File: src/sv/ucbm_pkg.sv
// ---------------------------------------------------------------------------
// ucbm_pkg: shared types and constants
// State codes, controller/datapath command and status bundles, field widths.
// ---------------------------------------------------------------------------
`default_nettype none

package ucbm_pkg;

  localparam int unsigned MaxNodesDef   = 64;
  localparam int unsigned MaxEdgesDef   = 64;
  localparam int unsigned WeightBitsDef = 16;

  localparam int unsigned IdW          = 6;
  localparam int unsigned PortWeightW  = 16;
  localparam int unsigned TotalW       = 22;
  localparam int unsigned NodeCountW   = 7;
  localparam int unsigned NodeCountRst = 64;

  localparam int unsigned InDataW  = 32;
  localparam int unsigned OutDataW = 56;
  localparam int unsigned ApbAddrW = 3;
  localparam int unsigned ApbDataW = 32;

  // register word index on the config port
  localparam logic RegNodeCount = 1'b0;

  typedef enum logic [3:0] {
    S_CLEAR,
    S_LOAD,
    S_SEL_INIT,
    S_SEL_RUN,
    S_SEL_LAST,
    S_CHECK,
    S_FIND_RD,
    S_FIND_CHK,
    S_JOIN,
    S_EMIT_PREP,
    S_EMIT_EMPTY,
    S_EMIT
  } state_e;

  typedef struct packed {
    logic clr_step;
    logic run_clear;
    logic load;
    logic sel_init;
    logic scan_rd;
    logic mark_visited;
    logic pass_done;
    logic find_u;
    logic find_rd;
    logic find_step;
    logic find_to_v;
    logic join_roots;
    logic emit_prep;
    logic emit;
    logic emit_empty;
  } cmd_t;

  typedef struct packed {
    logic clr_done;
    logic scan_last;
    logic out_of_range;
    logic find_hit;
    logic pass_last_edges;
    logic pass_last_removed;
    logic none_removed;
    logic out_free;
  } sts_t;

endpackage

`default_nettype wire

File: src/sv/ucbm_ram.sv
// ---------------------------------------------------------------------------
// ucbm_ram: generic memory
// One write port, one read port with registered read data.
// ---------------------------------------------------------------------------
`default_nettype none

module ucbm_ram #(
  parameter int unsigned Width = 8,
  parameter int unsigned Depth = 64,
  localparam int unsigned AddrW = (Depth > 1) ? $clog2(Depth) : 1
) (
  input  wire logic             clk_i,
  input  wire logic             we_i,
  input  wire logic [AddrW-1:0] waddr_i,
  input  wire logic [Width-1:0] wdata_i,
  input  wire logic             re_i,
  input  wire logic [AddrW-1:0] raddr_i,
  output logic      [Width-1:0] rdata_o
);

  logic [Width-1:0] mem_q [Depth];

  always_ff @(posedge clk_i) begin
    if (we_i) begin
      mem_q[waddr_i] <= wdata_i;
    end
    if (re_i) begin
      rdata_o <= mem_q[raddr_i];
    end
  end

endmodule

`default_nettype wire

File: src/sv/ucbm_ctrl.sv
// ---------------------------------------------------------------------------
// ucbm_ctrl: sequencer
// Steps through load, selection scans, root finds, joins and result output.
// ---------------------------------------------------------------------------
`default_nettype none

module ucbm_ctrl (
  input  wire logic          clk_i,
  input  wire logic          rst_ni,
  input  wire logic          in_valid_i,
  input  wire logic          in_last_i,
  output logic               in_ready_o,
  input  wire ucbm_pkg::sts_t sts_i,
  output ucbm_pkg::cmd_t     cmd_o
);
  import ucbm_pkg::*;

  state_e state_q, state_d;
  logic   phase_q;   // 0: forest build, 1: result output
  logic   which_q;   // 0: finding root of first end, 1: second end

  always_comb begin
    state_d = state_q;
    unique case (state_q)
      S_CLEAR:      if (sts_i.clr_done) state_d = S_LOAD;
      S_LOAD:       if (in_valid_i && in_last_i) state_d = S_SEL_INIT;
      S_SEL_INIT:   state_d = S_SEL_RUN;
      S_SEL_RUN:    if (sts_i.scan_last) state_d = S_SEL_LAST;
      S_SEL_LAST:   state_d = phase_q ? S_EMIT : S_CHECK;
      S_CHECK: begin
        if (!sts_i.out_of_range) state_d = S_FIND_RD;
        else if (sts_i.pass_last_edges) state_d = S_EMIT_PREP;
        else state_d = S_SEL_INIT;
      end
      S_FIND_RD:    state_d = S_FIND_CHK;
      S_FIND_CHK: begin
        if (!sts_i.find_hit || !which_q) state_d = S_FIND_RD;
        else state_d = S_JOIN;
      end
      S_JOIN:       state_d = sts_i.pass_last_edges ? S_EMIT_PREP : S_SEL_INIT;
      S_EMIT_PREP:  state_d = sts_i.none_removed ? S_EMIT_EMPTY : S_SEL_INIT;
      S_EMIT_EMPTY: if (sts_i.out_free) state_d = S_CLEAR;
      S_EMIT: begin
        if (sts_i.out_free) state_d = sts_i.pass_last_removed ? S_CLEAR : S_SEL_INIT;
      end
      default:      state_d = S_CLEAR;
    endcase
  end

  always_comb begin
    cmd_o      = '0;
    in_ready_o = 1'b0;
    unique case (state_q)
      S_CLEAR: begin
        cmd_o.clr_step  = 1'b1;
        cmd_o.run_clear = 1'b1;
      end
      S_LOAD: begin
        in_ready_o = 1'b1;
        cmd_o.load = in_valid_i;
      end
      S_SEL_INIT: cmd_o.sel_init = 1'b1;
      S_SEL_RUN:  cmd_o.scan_rd = 1'b1;
      S_SEL_LAST: ;
      S_CHECK: begin
        cmd_o.mark_visited = 1'b1;
        if (sts_i.out_of_range) cmd_o.pass_done = 1'b1;
        else cmd_o.find_u = 1'b1;
      end
      S_FIND_RD: cmd_o.find_rd = 1'b1;
      S_FIND_CHK: begin
        if (!sts_i.find_hit) cmd_o.find_step = 1'b1;
        else if (!which_q) cmd_o.find_to_v = 1'b1;
      end
      S_JOIN: begin
        cmd_o.join_roots = 1'b1;
        cmd_o.pass_done  = 1'b1;
      end
      S_EMIT_PREP:  cmd_o.emit_prep = 1'b1;
      S_EMIT_EMPTY: cmd_o.emit_empty = sts_i.out_free;
      S_EMIT: begin
        cmd_o.emit         = sts_i.out_free;
        cmd_o.mark_visited = sts_i.out_free;
        cmd_o.pass_done    = sts_i.out_free;
      end
      default: ;
    endcase
  end

  always_ff @(posedge clk_i or negedge rst_ni) begin
    if (!rst_ni) begin
      state_q <= S_CLEAR;
      phase_q <= 1'b0;
      which_q <= 1'b0;
    end else begin
      state_q <= state_d;
      if (cmd_o.run_clear) phase_q <= 1'b0;
      else if (cmd_o.emit_prep) phase_q <= 1'b1;
      if (cmd_o.find_u) which_q <= 1'b0;
      else if (cmd_o.find_to_v) which_q <= 1'b1;
    end
  end

endmodule

`default_nettype wire

File: src/sv/ucbm_dp.sv
// ---------------------------------------------------------------------------
// ucbm_dp: datapath
// Edge store, parent store, selection scan, saturating total, result register.
// ---------------------------------------------------------------------------
`default_nettype none

module ucbm_dp #(
  parameter int unsigned MAX_NODES   = ucbm_pkg::MaxNodesDef,
  parameter int unsigned MAX_EDGES   = ucbm_pkg::MaxEdgesDef,
  parameter int unsigned WEIGHT_BITS = ucbm_pkg::WeightBitsDef
) (
  input  wire logic                                clk_i,
  input  wire logic                                rst_ni,
  input  wire ucbm_pkg::cmd_t                      cmd_i,
  output ucbm_pkg::sts_t                           sts_o,
  input  wire logic [ucbm_pkg::NodeCountW-1:0]     node_count_i,
  input  wire logic [ucbm_pkg::IdW-1:0]            in_from_i,
  input  wire logic [ucbm_pkg::IdW-1:0]            in_to_i,
  input  wire logic [ucbm_pkg::PortWeightW-1:0]    in_weight_i,
  input  wire logic                                out_ready_i,
  output logic                                     out_valid_o,
  output logic      [ucbm_pkg::IdW-1:0]            out_from_o,
  output logic      [ucbm_pkg::IdW-1:0]            out_to_o,
  output logic      [ucbm_pkg::PortWeightW-1:0]    out_weight_o,
  output logic      [ucbm_pkg::TotalW-1:0]         out_total_o,
  output logic                                     out_flag_o,
  output logic                                     out_last_o
);
  import ucbm_pkg::*;

  localparam int unsigned IdxW  = (MAX_EDGES > 1) ? $clog2(MAX_EDGES) : 1;
  localparam int unsigned CntW  = $clog2(MAX_EDGES + 1);
  localparam int unsigned NodeW = $clog2(MAX_NODES);
  localparam int unsigned LimW  = ($clog2(MAX_NODES + 1) > NodeCountW) ?
                                  $clog2(MAX_NODES + 1) : NodeCountW;
  localparam int unsigned EdgeW = 2 * IdW + WEIGHT_BITS;
  localparam int unsigned ExtW  = (WEIGHT_BITS > PortWeightW) ? WEIGHT_BITS : PortWeightW;
  localparam int unsigned SumW  = ((WEIGHT_BITS > TotalW) ? WEIGHT_BITS : TotalW) + 1;
  localparam logic signed [SumW-1:0] TotMax = SumW'((2 ** (TotalW - 1)) - 1);
  localparam logic signed [SumW-1:0] TotMin = SumW'(-(2 ** (TotalW - 1)));

  // edge store and scan
  logic [CntW-1:0]          edge_cnt_q;
  logic [IdxW-1:0]          scan_idx_q;
  logic [IdxW-1:0]          rd_idx_q;
  logic                     rd_pend_q;
  logic [EdgeW-1:0]         edge_wdata;
  logic [EdgeW-1:0]         edge_rdata;
  logic                     edge_we;
  logic [IdW-1:0]           rd_from;
  logic [IdW-1:0]           rd_to;
  logic signed [WEIGHT_BITS-1:0] rd_w;
  logic [MAX_EDGES-1:0]     visited_q;
  logic [MAX_EDGES-1:0]     removed_q;
  logic [CntW-1:0]          removed_cnt_q;
  logic [CntW-1:0]          pass_cnt_q;

  // best candidate of the current scan
  logic                     best_valid_q;
  logic [IdxW-1:0]          best_idx_q;
  logic [IdW-1:0]           best_from_q;
  logic [IdW-1:0]           best_to_q;
  logic signed [WEIGHT_BITS-1:0] best_w_q;
  logic                     take_cand;

  // union-find
  logic [NodeW-1:0]         clr_idx_q;
  logic [NodeW-1:0]         x_q;
  logic [NodeW-1:0]         ru_q;
  logic [NodeW-1:0]         par_rdata;
  logic                     par_we;
  logic [NodeW-1:0]         par_waddr;
  logic [NodeW-1:0]         par_wdata;
  logic [LimW-1:0]          lim;

  // total
  logic signed [TotalW-1:0] total_q;
  logic signed [SumW-1:0]   sum;
  logic signed [SumW-1:0]   sum_sat;
  logic signed [ExtW-1:0]   best_w_ext;

  // result register
  logic                     out_valid_q;

  assign edge_we    = cmd_i.load && (edge_cnt_q < CntW'(MAX_EDGES));
  assign edge_wdata = {WEIGHT_BITS'(in_weight_i), in_to_i, in_from_i};

  ucbm_ram #(
    .Width (EdgeW),
    .Depth (MAX_EDGES)
  ) u_edge_ram (
    .clk_i   (clk_i),
    .we_i    (edge_we),
    .waddr_i (edge_cnt_q[IdxW-1:0]),
    .wdata_i (edge_wdata),
    .re_i    (cmd_i.scan_rd),
    .raddr_i (scan_idx_q),
    .rdata_o (edge_rdata)
  );

  assign rd_from = edge_rdata[IdW-1:0];
  assign rd_to   = edge_rdata[2*IdW-1:IdW];
  assign rd_w    = edge_rdata[EdgeW-1:2*IdW];

  // ascending scan: on equal weight the later edge wins
  assign take_cand = rd_pend_q && !visited_q[rd_idx_q] &&
                     (!best_valid_q || (rd_w >= best_w_q));

  // only connectivity matters for which edges close a cycle, so a plain
  // root-to-root link is enough
  assign par_we    = cmd_i.clr_step || (cmd_i.join_roots && (ru_q != x_q));
  assign par_waddr = cmd_i.clr_step ? clr_idx_q : ru_q;
  assign par_wdata = cmd_i.clr_step ? clr_idx_q : x_q;

  ucbm_ram #(
    .Width (NodeW),
    .Depth (MAX_NODES)
  ) u_parent_ram (
    .clk_i   (clk_i),
    .we_i    (par_we),
    .waddr_i (par_waddr),
    .wdata_i (par_wdata),
    .re_i    (cmd_i.find_rd),
    .raddr_i (x_q),
    .rdata_o (par_rdata)
  );

  assign lim = (LimW'(node_count_i) < LimW'(MAX_NODES)) ? LimW'(node_count_i)
                                                        : LimW'(MAX_NODES);

  assign sum = SumW'(total_q) + SumW'(best_w_q);
  always_comb begin
    if (sum > TotMax) sum_sat = TotMax;
    else if (sum < TotMin) sum_sat = TotMin;
    else sum_sat = sum;
  end

  assign best_w_ext = ExtW'(best_w_q);

  always_comb begin
    sts_o                   = '0;
    sts_o.clr_done          = (clr_idx_q == NodeW'(MAX_NODES - 1));
    sts_o.scan_last         = ((CntW'(scan_idx_q) + CntW'(1)) == edge_cnt_q);
    sts_o.out_of_range      = (LimW'(best_from_q) >= lim) || (LimW'(best_to_q) >= lim);
    sts_o.find_hit          = (par_rdata == x_q);
    sts_o.pass_last_edges   = ((pass_cnt_q + CntW'(1)) == edge_cnt_q);
    sts_o.pass_last_removed = ((pass_cnt_q + CntW'(1)) == removed_cnt_q);
    sts_o.none_removed      = (removed_cnt_q == '0);
    sts_o.out_free          = !out_valid_q || out_ready_i;
  end

  always_ff @(posedge clk_i or negedge rst_ni) begin
    if (!rst_ni) begin
      edge_cnt_q    <= '0;
      scan_idx_q    <= '0;
      rd_pend_q     <= 1'b0;
      visited_q     <= '0;
      removed_q     <= '0;
      removed_cnt_q <= '0;
      pass_cnt_q    <= '0;
      best_valid_q  <= 1'b0;
      clr_idx_q     <= '0;
      total_q       <= '0;
      out_valid_q   <= 1'b0;
    end else begin
      rd_pend_q <= cmd_i.scan_rd;
      if (cmd_i.clr_step) begin
        clr_idx_q <= sts_o.clr_done ? '0 : clr_idx_q + NodeW'(1);
      end
      if (cmd_i.run_clear) begin
        edge_cnt_q    <= '0;
        visited_q     <= '0;
        removed_q     <= '0;
        removed_cnt_q <= '0;
        pass_cnt_q    <= '0;
        total_q       <= '0;
      end
      if (edge_we) edge_cnt_q <= edge_cnt_q + CntW'(1);
      if (cmd_i.sel_init) begin
        scan_idx_q   <= '0;
        best_valid_q <= 1'b0;
      end
      if (cmd_i.scan_rd) scan_idx_q <= scan_idx_q + IdxW'(1);
      if (take_cand) best_valid_q <= 1'b1;
      if (cmd_i.mark_visited) visited_q[best_idx_q] <= 1'b1;
      if (cmd_i.pass_done) pass_cnt_q <= pass_cnt_q + CntW'(1);
      if (cmd_i.join_roots && (ru_q == x_q)) begin
        removed_q[best_idx_q] <= 1'b1;
        removed_cnt_q         <= removed_cnt_q + CntW'(1);
        total_q               <= TotalW'(sum_sat);
      end
      if (cmd_i.emit_prep) begin
        visited_q  <= ~removed_q;
        pass_cnt_q <= '0;
      end
      if (cmd_i.emit || cmd_i.emit_empty) out_valid_q <= 1'b1;
      else if (out_ready_i) out_valid_q <= 1'b0;
    end
  end

  always_ff @(posedge clk_i) begin
    rd_idx_q <= scan_idx_q;
    if (take_cand) begin
      best_idx_q  <= rd_idx_q;
      best_from_q <= rd_from;
      best_to_q   <= rd_to;
      best_w_q    <= rd_w;
    end
    if (cmd_i.find_u) x_q <= NodeW'(best_from_q);
    if (cmd_i.find_step) x_q <= par_rdata;
    if (cmd_i.find_to_v) begin
      ru_q <= x_q;
      x_q  <= NodeW'(best_to_q);
    end
    if (cmd_i.emit) begin
      out_from_o   <= best_from_q;
      out_to_o     <= best_to_q;
      out_weight_o <= best_w_ext[PortWeightW-1:0];
      out_total_o  <= total_q;
      out_flag_o   <= 1'b1;
      out_last_o   <= sts_o.pass_last_removed;
    end else if (cmd_i.emit_empty) begin
      out_from_o   <= '0;
      out_to_o     <= '0;
      out_weight_o <= '0;
      out_total_o  <= '0;
      out_flag_o   <= 1'b0;
      out_last_o   <= 1'b1;
    end
  end

  assign out_valid_o = out_valid_q;

  a_removed_count : assert property (@(posedge clk_i) disable iff (!rst_ni)
    $countones(removed_q) == removed_cnt_q)
    else $error("removed count out of step with removed marks");

  a_removed_bound : assert property (@(posedge clk_i) disable iff (!rst_ni)
    removed_cnt_q <= edge_cnt_q)
    else $error("more removed edges than stored edges");

  a_emit_has_best : assert property (@(posedge clk_i) disable iff (!rst_ni)
    (cmd_i.emit || cmd_i.mark_visited) |-> best_valid_q)
    else $error("edge used without a selected candidate");

endmodule

`default_nettype wire

File: src/sv/undirected_cycle_breaking_mst_unit.sv
// ---------------------------------------------------------------------------
// undirected_cycle_breaking_mst_unit: maximum spanning forest cycle breaker
// Stores edges, builds the maximum spanning forest in descending weight
// order and reports every edge that closes a cycle, with the removed total.
// ---------------------------------------------------------------------------
// channel    dir  fields (tdata low bit up)                        tuser       tlast
// s_axis     in   edge_from[5:0] edge_to[11:6] edge_weight[27:12]  -           last_edge
// m_axis     out  removed_from[5:0] removed_to[11:6]                edge_valid  last_result
//                 removed_weight[27:12] removed_total[49:28]
// apb        in   reg 0 at address 0: node_count[6:0]
//
// edges load at one per cycle. after the last edge, each stored edge costs a
// scan of the edge store; an edge with both ends in range adds parent-store
// reads on the two root walks and a join. a prep step then starts output;
// each removed edge then costs one more scan of the edge store before it is output.
// after reset and after each run a clearing pass rewrites every entry of
// the parent store; s_axis_tready stays low then and during the whole run.
// a result waiting on m_axis_tready stalls only the next output step.
// ---------------------------------------------------------------------------
`default_nettype none

module undirected_cycle_breaking_mst_unit #(
  parameter int unsigned MAX_NODES   = ucbm_pkg::MaxNodesDef,
  parameter int unsigned MAX_EDGES   = ucbm_pkg::MaxEdgesDef,
  parameter int unsigned WEIGHT_BITS = ucbm_pkg::WeightBitsDef
) (
  input  wire logic                              clk_i,
  input  wire logic                              rst_ni,
  input  wire logic                              s_axis_tvalid,
  output logic                                   s_axis_tready,
  // edge_from[5:0], edge_to[11:6], edge_weight[27:12]
  input  wire logic [ucbm_pkg::InDataW-1:0]      s_axis_tdata,
  input  wire logic                              s_axis_tlast,
  output logic                                   m_axis_tvalid,
  input  wire logic                              m_axis_tready,
  // removed_from[5:0], removed_to[11:6], removed_weight[27:12], removed_total[49:28]
  output logic      [ucbm_pkg::OutDataW-1:0]     m_axis_tdata,
  // edge_valid[0]
  output logic                                   m_axis_tuser,
  output logic                                   m_axis_tlast,
  input  wire logic                              psel,
  input  wire logic                              penable,
  input  wire logic                              pwrite,
  input  wire logic [ucbm_pkg::ApbAddrW-1:0]     paddr,
  input  wire logic [ucbm_pkg::ApbDataW-1:0]     pwdata,
  output logic      [ucbm_pkg::ApbDataW-1:0]     prdata,
  output logic                                   pready
);
  import ucbm_pkg::*;

  cmd_t                    cmd;
  sts_t                    sts;
  logic [NodeCountW-1:0]   node_count_q;
  logic [IdW-1:0]          out_from;
  logic [IdW-1:0]          out_to;
  logic [PortWeightW-1:0]  out_weight;
  logic [TotalW-1:0]       out_total;
  logic                    reg_sel;

  assign pready  = 1'b1;
  assign reg_sel = (paddr[ApbAddrW-1] == RegNodeCount);

  always_ff @(posedge clk_i or negedge rst_ni) begin
    if (!rst_ni) begin
      node_count_q <= NodeCountW'(NodeCountRst);
    end else if (psel && penable && pwrite && reg_sel) begin
      node_count_q <= pwdata[NodeCountW-1:0];
    end
  end

  assign prdata = reg_sel ? ApbDataW'(node_count_q) : '0;

  ucbm_ctrl u_ctrl (
    .clk_i      (clk_i),
    .rst_ni     (rst_ni),
    .in_valid_i (s_axis_tvalid),
    .in_last_i  (s_axis_tlast),
    .in_ready_o (s_axis_tready),
    .sts_i      (sts),
    .cmd_o      (cmd)
  );

  ucbm_dp #(
    .MAX_NODES   (MAX_NODES),
    .MAX_EDGES   (MAX_EDGES),
    .WEIGHT_BITS (WEIGHT_BITS)
  ) u_dp (
    .clk_i        (clk_i),
    .rst_ni       (rst_ni),
    .cmd_i        (cmd),
    .sts_o        (sts),
    .node_count_i (node_count_q),
    .in_from_i    (s_axis_tdata[IdW-1:0]),
    .in_to_i      (s_axis_tdata[2*IdW-1:IdW]),
    .in_weight_i  (s_axis_tdata[2*IdW+PortWeightW-1:2*IdW]),
    .out_ready_i  (m_axis_tready),
    .out_valid_o  (m_axis_tvalid),
    .out_from_o   (out_from),
    .out_to_o     (out_to),
    .out_weight_o (out_weight),
    .out_total_o  (out_total),
    .out_flag_o   (m_axis_tuser),
    .out_last_o   (m_axis_tlast)
  );

  assign m_axis_tdata = OutDataW'({out_total, out_weight, out_to, out_from});

endmodule

`default_nettype wire
File: config.mk
export PLATFORM = sky130hd
export DESIGN_NAME = undirected_cycle_breaking_mst_unit
export DESIGN_NICKNAME = d
export VERILOG_FILES = /design/src/sv/ucbm_pkg.sv /design/src/sv/ucbm_ram.sv /design/src/sv/ucbm_ctrl.sv /design/src/sv/ucbm_dp.sv /design/src/sv/undirected_cycle_breaking_mst_unit.sv
export SDC_FILE = /design/constraint.sdc
export NUM_CORES = 2
export LEC_CHECK = 0
export BUFFER_PORTS_ARGS = -buffer_cell sky130_fd_sc_hd__buf_2
export CAP_MARGIN = 0
export CORE_MARGIN = 8
export CORE_UTILIZATION = 67
export DETAILED_ROUTE_END_ITERATION = 8
export GPL_TIMING_DRIVEN = 0
export PLACE_DENSITY = 0.81
export SLEW_MARGIN = 10
export SYNTH_ARGS = -nofsm -noshare
export SYNTH_HDL_FRONTEND = slang
export SYNTH_SLANG_ARGS = --single-unit
File: constraint.sdc
create_clock -name clk_i -period 7.52 [get_ports clk_i]
set_clock_uncertainty 0.1 [all_clocks]
set_input_delay 1.128 -clock clk_i [delete_from_list [all_inputs] [get_ports clk_i]]
set_output_delay 1.128 -clock clk_i [all_outputs]
set_load 0.005 [all_outputs]
==> metrics.md <==
| Metric | Value |
|---|---|
| Status | `finished with violations` |
| Violated checks | `DRC` |
| Slew Viols, Final | `0` |
| Die ar. | `161000 um2` |
| Top FF cell, synth | `edfxtp_1` |
| DR WL met2 | `143 mm` |
| Synth Area in Simple Gates | `0.0297` |
| Antenna Violating Nets Remaining | `0` |
| CTS Buf Count | `232` |
| Resized cells post-CTS | `0` |
| Area grow syn2layout | `13.4%` |
| Fin cells | `7275` |
| Final setup fails | `0` |
| Post-synthesis sequential area ratio | `0.750` |
| Final-stage net count | `5272` |
| Placed insts | `6834` |
| Clock-pin slew on the worst setup and hold paths | `70 ps` |
| Starting density of the core | `0.673` |
| Post-route cell area | `112000 um2` |
| Count leader, synth | `edfxtp_1` |
| Critical Path End Type | `register` |
| Post-synth top cells | `edfxtp_1, mux4_2, nor2_1` |
| Worst slew pin tran | `1490 ps` |
| Hold-fix buffers at CTS | `0` |
| Worst R2R Path Depth | `6` |
| Input/output buffers | `104` |
| GRT Util Overall | `0.367` |
| Synth area leaders | `edfxtp_1, mux4_2, dfrtp_1` |
| DR iter-0 viols | `8701` |
| Placed Area | `105000 um2` |
| GR Overflow Total | `0` |
| Layout cells sized above 1 | `0.276` |
| Post-Route Setup TNS | `0 ps` |
| CP arrival | `5660 ps` |
| Gpl congestion | `0.953` |
| CTS H-tree depth | `4` |
| Initial antenna violation count | `15` |
| Max Freq | `192 MHz` |
| Die W | `401 um` |
| Top Ports | `168` |
| Yosys warns | `0` |
| Pin count of the biggest net entering global routing | `74` |
| Number of flops mapped to enable cells by yosys | `2307` |
| Sink Count | `2513` |
| First-pass GRT wire length | `416 mm` |
| Largest fanout on the critical path | `10` |
| Clock Path Buffers | `3` |
| Routed WL | `297 mm` |
| Die height | `401 um` |
| Compound-gate portion of the synthesized area | `0.0251` |
| Met3 wire length | `36.7 mm` |
| DRC | `16` |
| Top Metal Used | `met5` |
| Core Area | `147000 um2` |
| Synth Register Bits | `2513` |
| CP Launch Type | `register` |
| VDD IR max | `0.353 mV` |
| XOR/XNOR share of the synthesized area | `0.00442` |
| Hpwl dp | `175 mm` |
| Root Driver | `clkbuf_16` |
| Req. time, crit path | `7980 ps` |
| Placement row count | `141` |
| Max_slew headroom | `0.00849` |
| Largest family of logic cells by synthesized area | `multiplexers` |
| Fin crit period | `5200 ps` |
| Post-CTS setup buffer count | `0` |
| Top-area cell type share of the netlist area | `0.698` |
| Hold Crit Class | `primary input to asynchronous set/reset pin` |
| Leakage power | `36.5 nW` |
| Metal-1 WL | `92.0 mm` |
| Syn Area/Cell | `21.3 um2` |
| Crit Path Category | `register to register` |
| Vias in the first global route | `54.8k` |
| Cells after synthesis | `4658` |
| CTS tree | `yes` |
| DRT Pass-1 Iters | `9` |
| PD cells | `337 nW/um2` |
| Total of max-cap violations | `0` |
| Post-synth ARST share | `0.0792` |
| Drt via density | `7.52` |
| Avg WL per Cell | `40.8 um` |
| Crit share post-route | `0.691` |
| Final hold violations | `0` |
| Vias | `54.7k` |
| Clock latency on the worst-skew pair | `890 ps` |
| RSZ-0062 raised after global routing | `no` |
| Synth Area in Adders | `0.00767` |
| Synth Cell Area | `99200 um2` |
| Filler cell count in the final layout | `7065` |
| Post-synthesis cell type count | `75` |
| Leading area contributor after synthesis | `edfxtp_1` |
| Final Total Pwr | `37.9 mW` |
| Mux share of post-synthesis cell area | `0.169` |
==> sequential cells by signal (all words and copies together) (netlist names), 7 cells and up <==
register and flops:
node_count_q 7, u_dp.best_w_ext 16, u_dp.edge_cnt_q 7, u_dp.out_total_o 22, u_dp.out_weight_o 16, u_dp.pass_cnt_q 7, u_dp.removed_cnt_q 7, u_dp.removed_q 64
u_dp.total_q 22, u_dp.u_edge_ram.mem_q 1792, u_dp.u_edge_ram.rdata_o 28, u_dp.u_parent_ram.mem_q 384, u_dp.visited_q 64
==> per-layer routing <==
metal	vias to the layer above	GRT usage
met5	-	0
met4	8	0.231
met3	1266	0.108
met2	5241	0.591
met1	27900	0.440
li1	20300	-
==> kinds of logic after synthesis <==
kind of cell | after synthesis
xor gates and xnor gates | 50
other | 2
AOI/OAI and AO/OA | 332
adders and majority gates | 61
and+or+nand+nor | 630
DFF | 2513
buffers and inverters | 317
muxes | 753
==> worst max-delay path: stages, from the launching register on <==
cell and delay, ps:
dfrtp_1 470, clkbuf_1 490, clkbuf_1 1130, clkbuf_1 1000, mux4_2 470, mux4_2 600
mux4_2 630
==> final timing paths <==
path / slack (ps) / from / to
worst max-delay path: 2320 / u_dp.scan_idx_q[1]$_DFFE_PN0P_ / u_dp.u_edge_ram.rdata_o[25]$_DFFE_PP_
worst min-delay path: 100 / rst_ni / u_dp.total_q[16]$_DFFE_PN0P_
worst max register to register: 2320 / u_dp.scan_idx_q[1]$_DFFE_PN0P_ / u_dp.u_edge_ram.rdata_o[25]$_DFFE_PP_
worst min register to register: 330 / u_dp.u_edge_ram.rdata_o[2]$_DFFE_PP_ / u_dp.best_from_q[2]$_DFFE_PP_
max in group asynchronous: 6490 / rst_ni / u_dp.clr_idx_q[0]$_DFFE_PN0P_
min in group clk_i: 330 / u_dp.u_edge_ram.rdata_o[2]$_DFFE_PP_ / u_dp.best_from_q[2]$_DFFE_PP_
==> power breakdown <==
| part | internal, mW | switching [mW] | leakage, nW |
|---|---|---|---|
| Clock | 6.58 | 5.42 | 3.71 |
| Combinational | 3.46 | 6.14 | 9.33 |
| Sequential | 16.0 | 0.273 | 23.5 |
==> final cells by class <==
class                   instances  area, um2  area share
flip-flops and latches       2513      74400       0.662
multi-input cells            1858      24000       0.214
clock buffers                 283       6160      0.0548
repair buffers                218       2620      0.0233
well taps                    1930       2410      0.0215
clock inverters               144       1400      0.0124
plain buffers                 282       1260      0.0112
inverters                      35        131     0.00117
diodes                         12       30.0    0.000267
==> cell usage in the layout (no fill, tap or decap), drive strengths merged, types with 8 or more instances in the layout <==
cell type / n
a2111oi: 8
a21o: 21
a21oi: 36
a221o: 55
a22o: 68
a31oi: 9
and2: 51
buf: 321
bufinv: 22
clkbuf: 462
clkinv: 107
conb: 32
dfrtp: 198
diode: 12
edfxtp: 2307
ha: 56
inv: 43
mux2: 9
mux2i: 9
mux4: 735
nand2: 139
nand2b: 26
nand3: 44
nand3b: 13
nand4: 11
nor2: 245
nor2b: 20
nor3: 40
nor3b: 9
o21ai: 78
o221ai: 11
xnor2: 29
xor2: 21
==> through the flow <==
| step | utilization | hold slack, ps | setup slack, ps |
|---|---|---|---|
| floorplan | - | 245 | 3310 |
| global placement | 0.694 | 304 | 559 |
| detailed placement | 0.711 | 309 | 2660 |
| CTS | 0.762 | 87.5 | 2510 |
| global route | 0.763 | 131 | 2510 |
| finish | 0.763 | 97.6 | 2320 |
(Power assumes the default switching activity.)
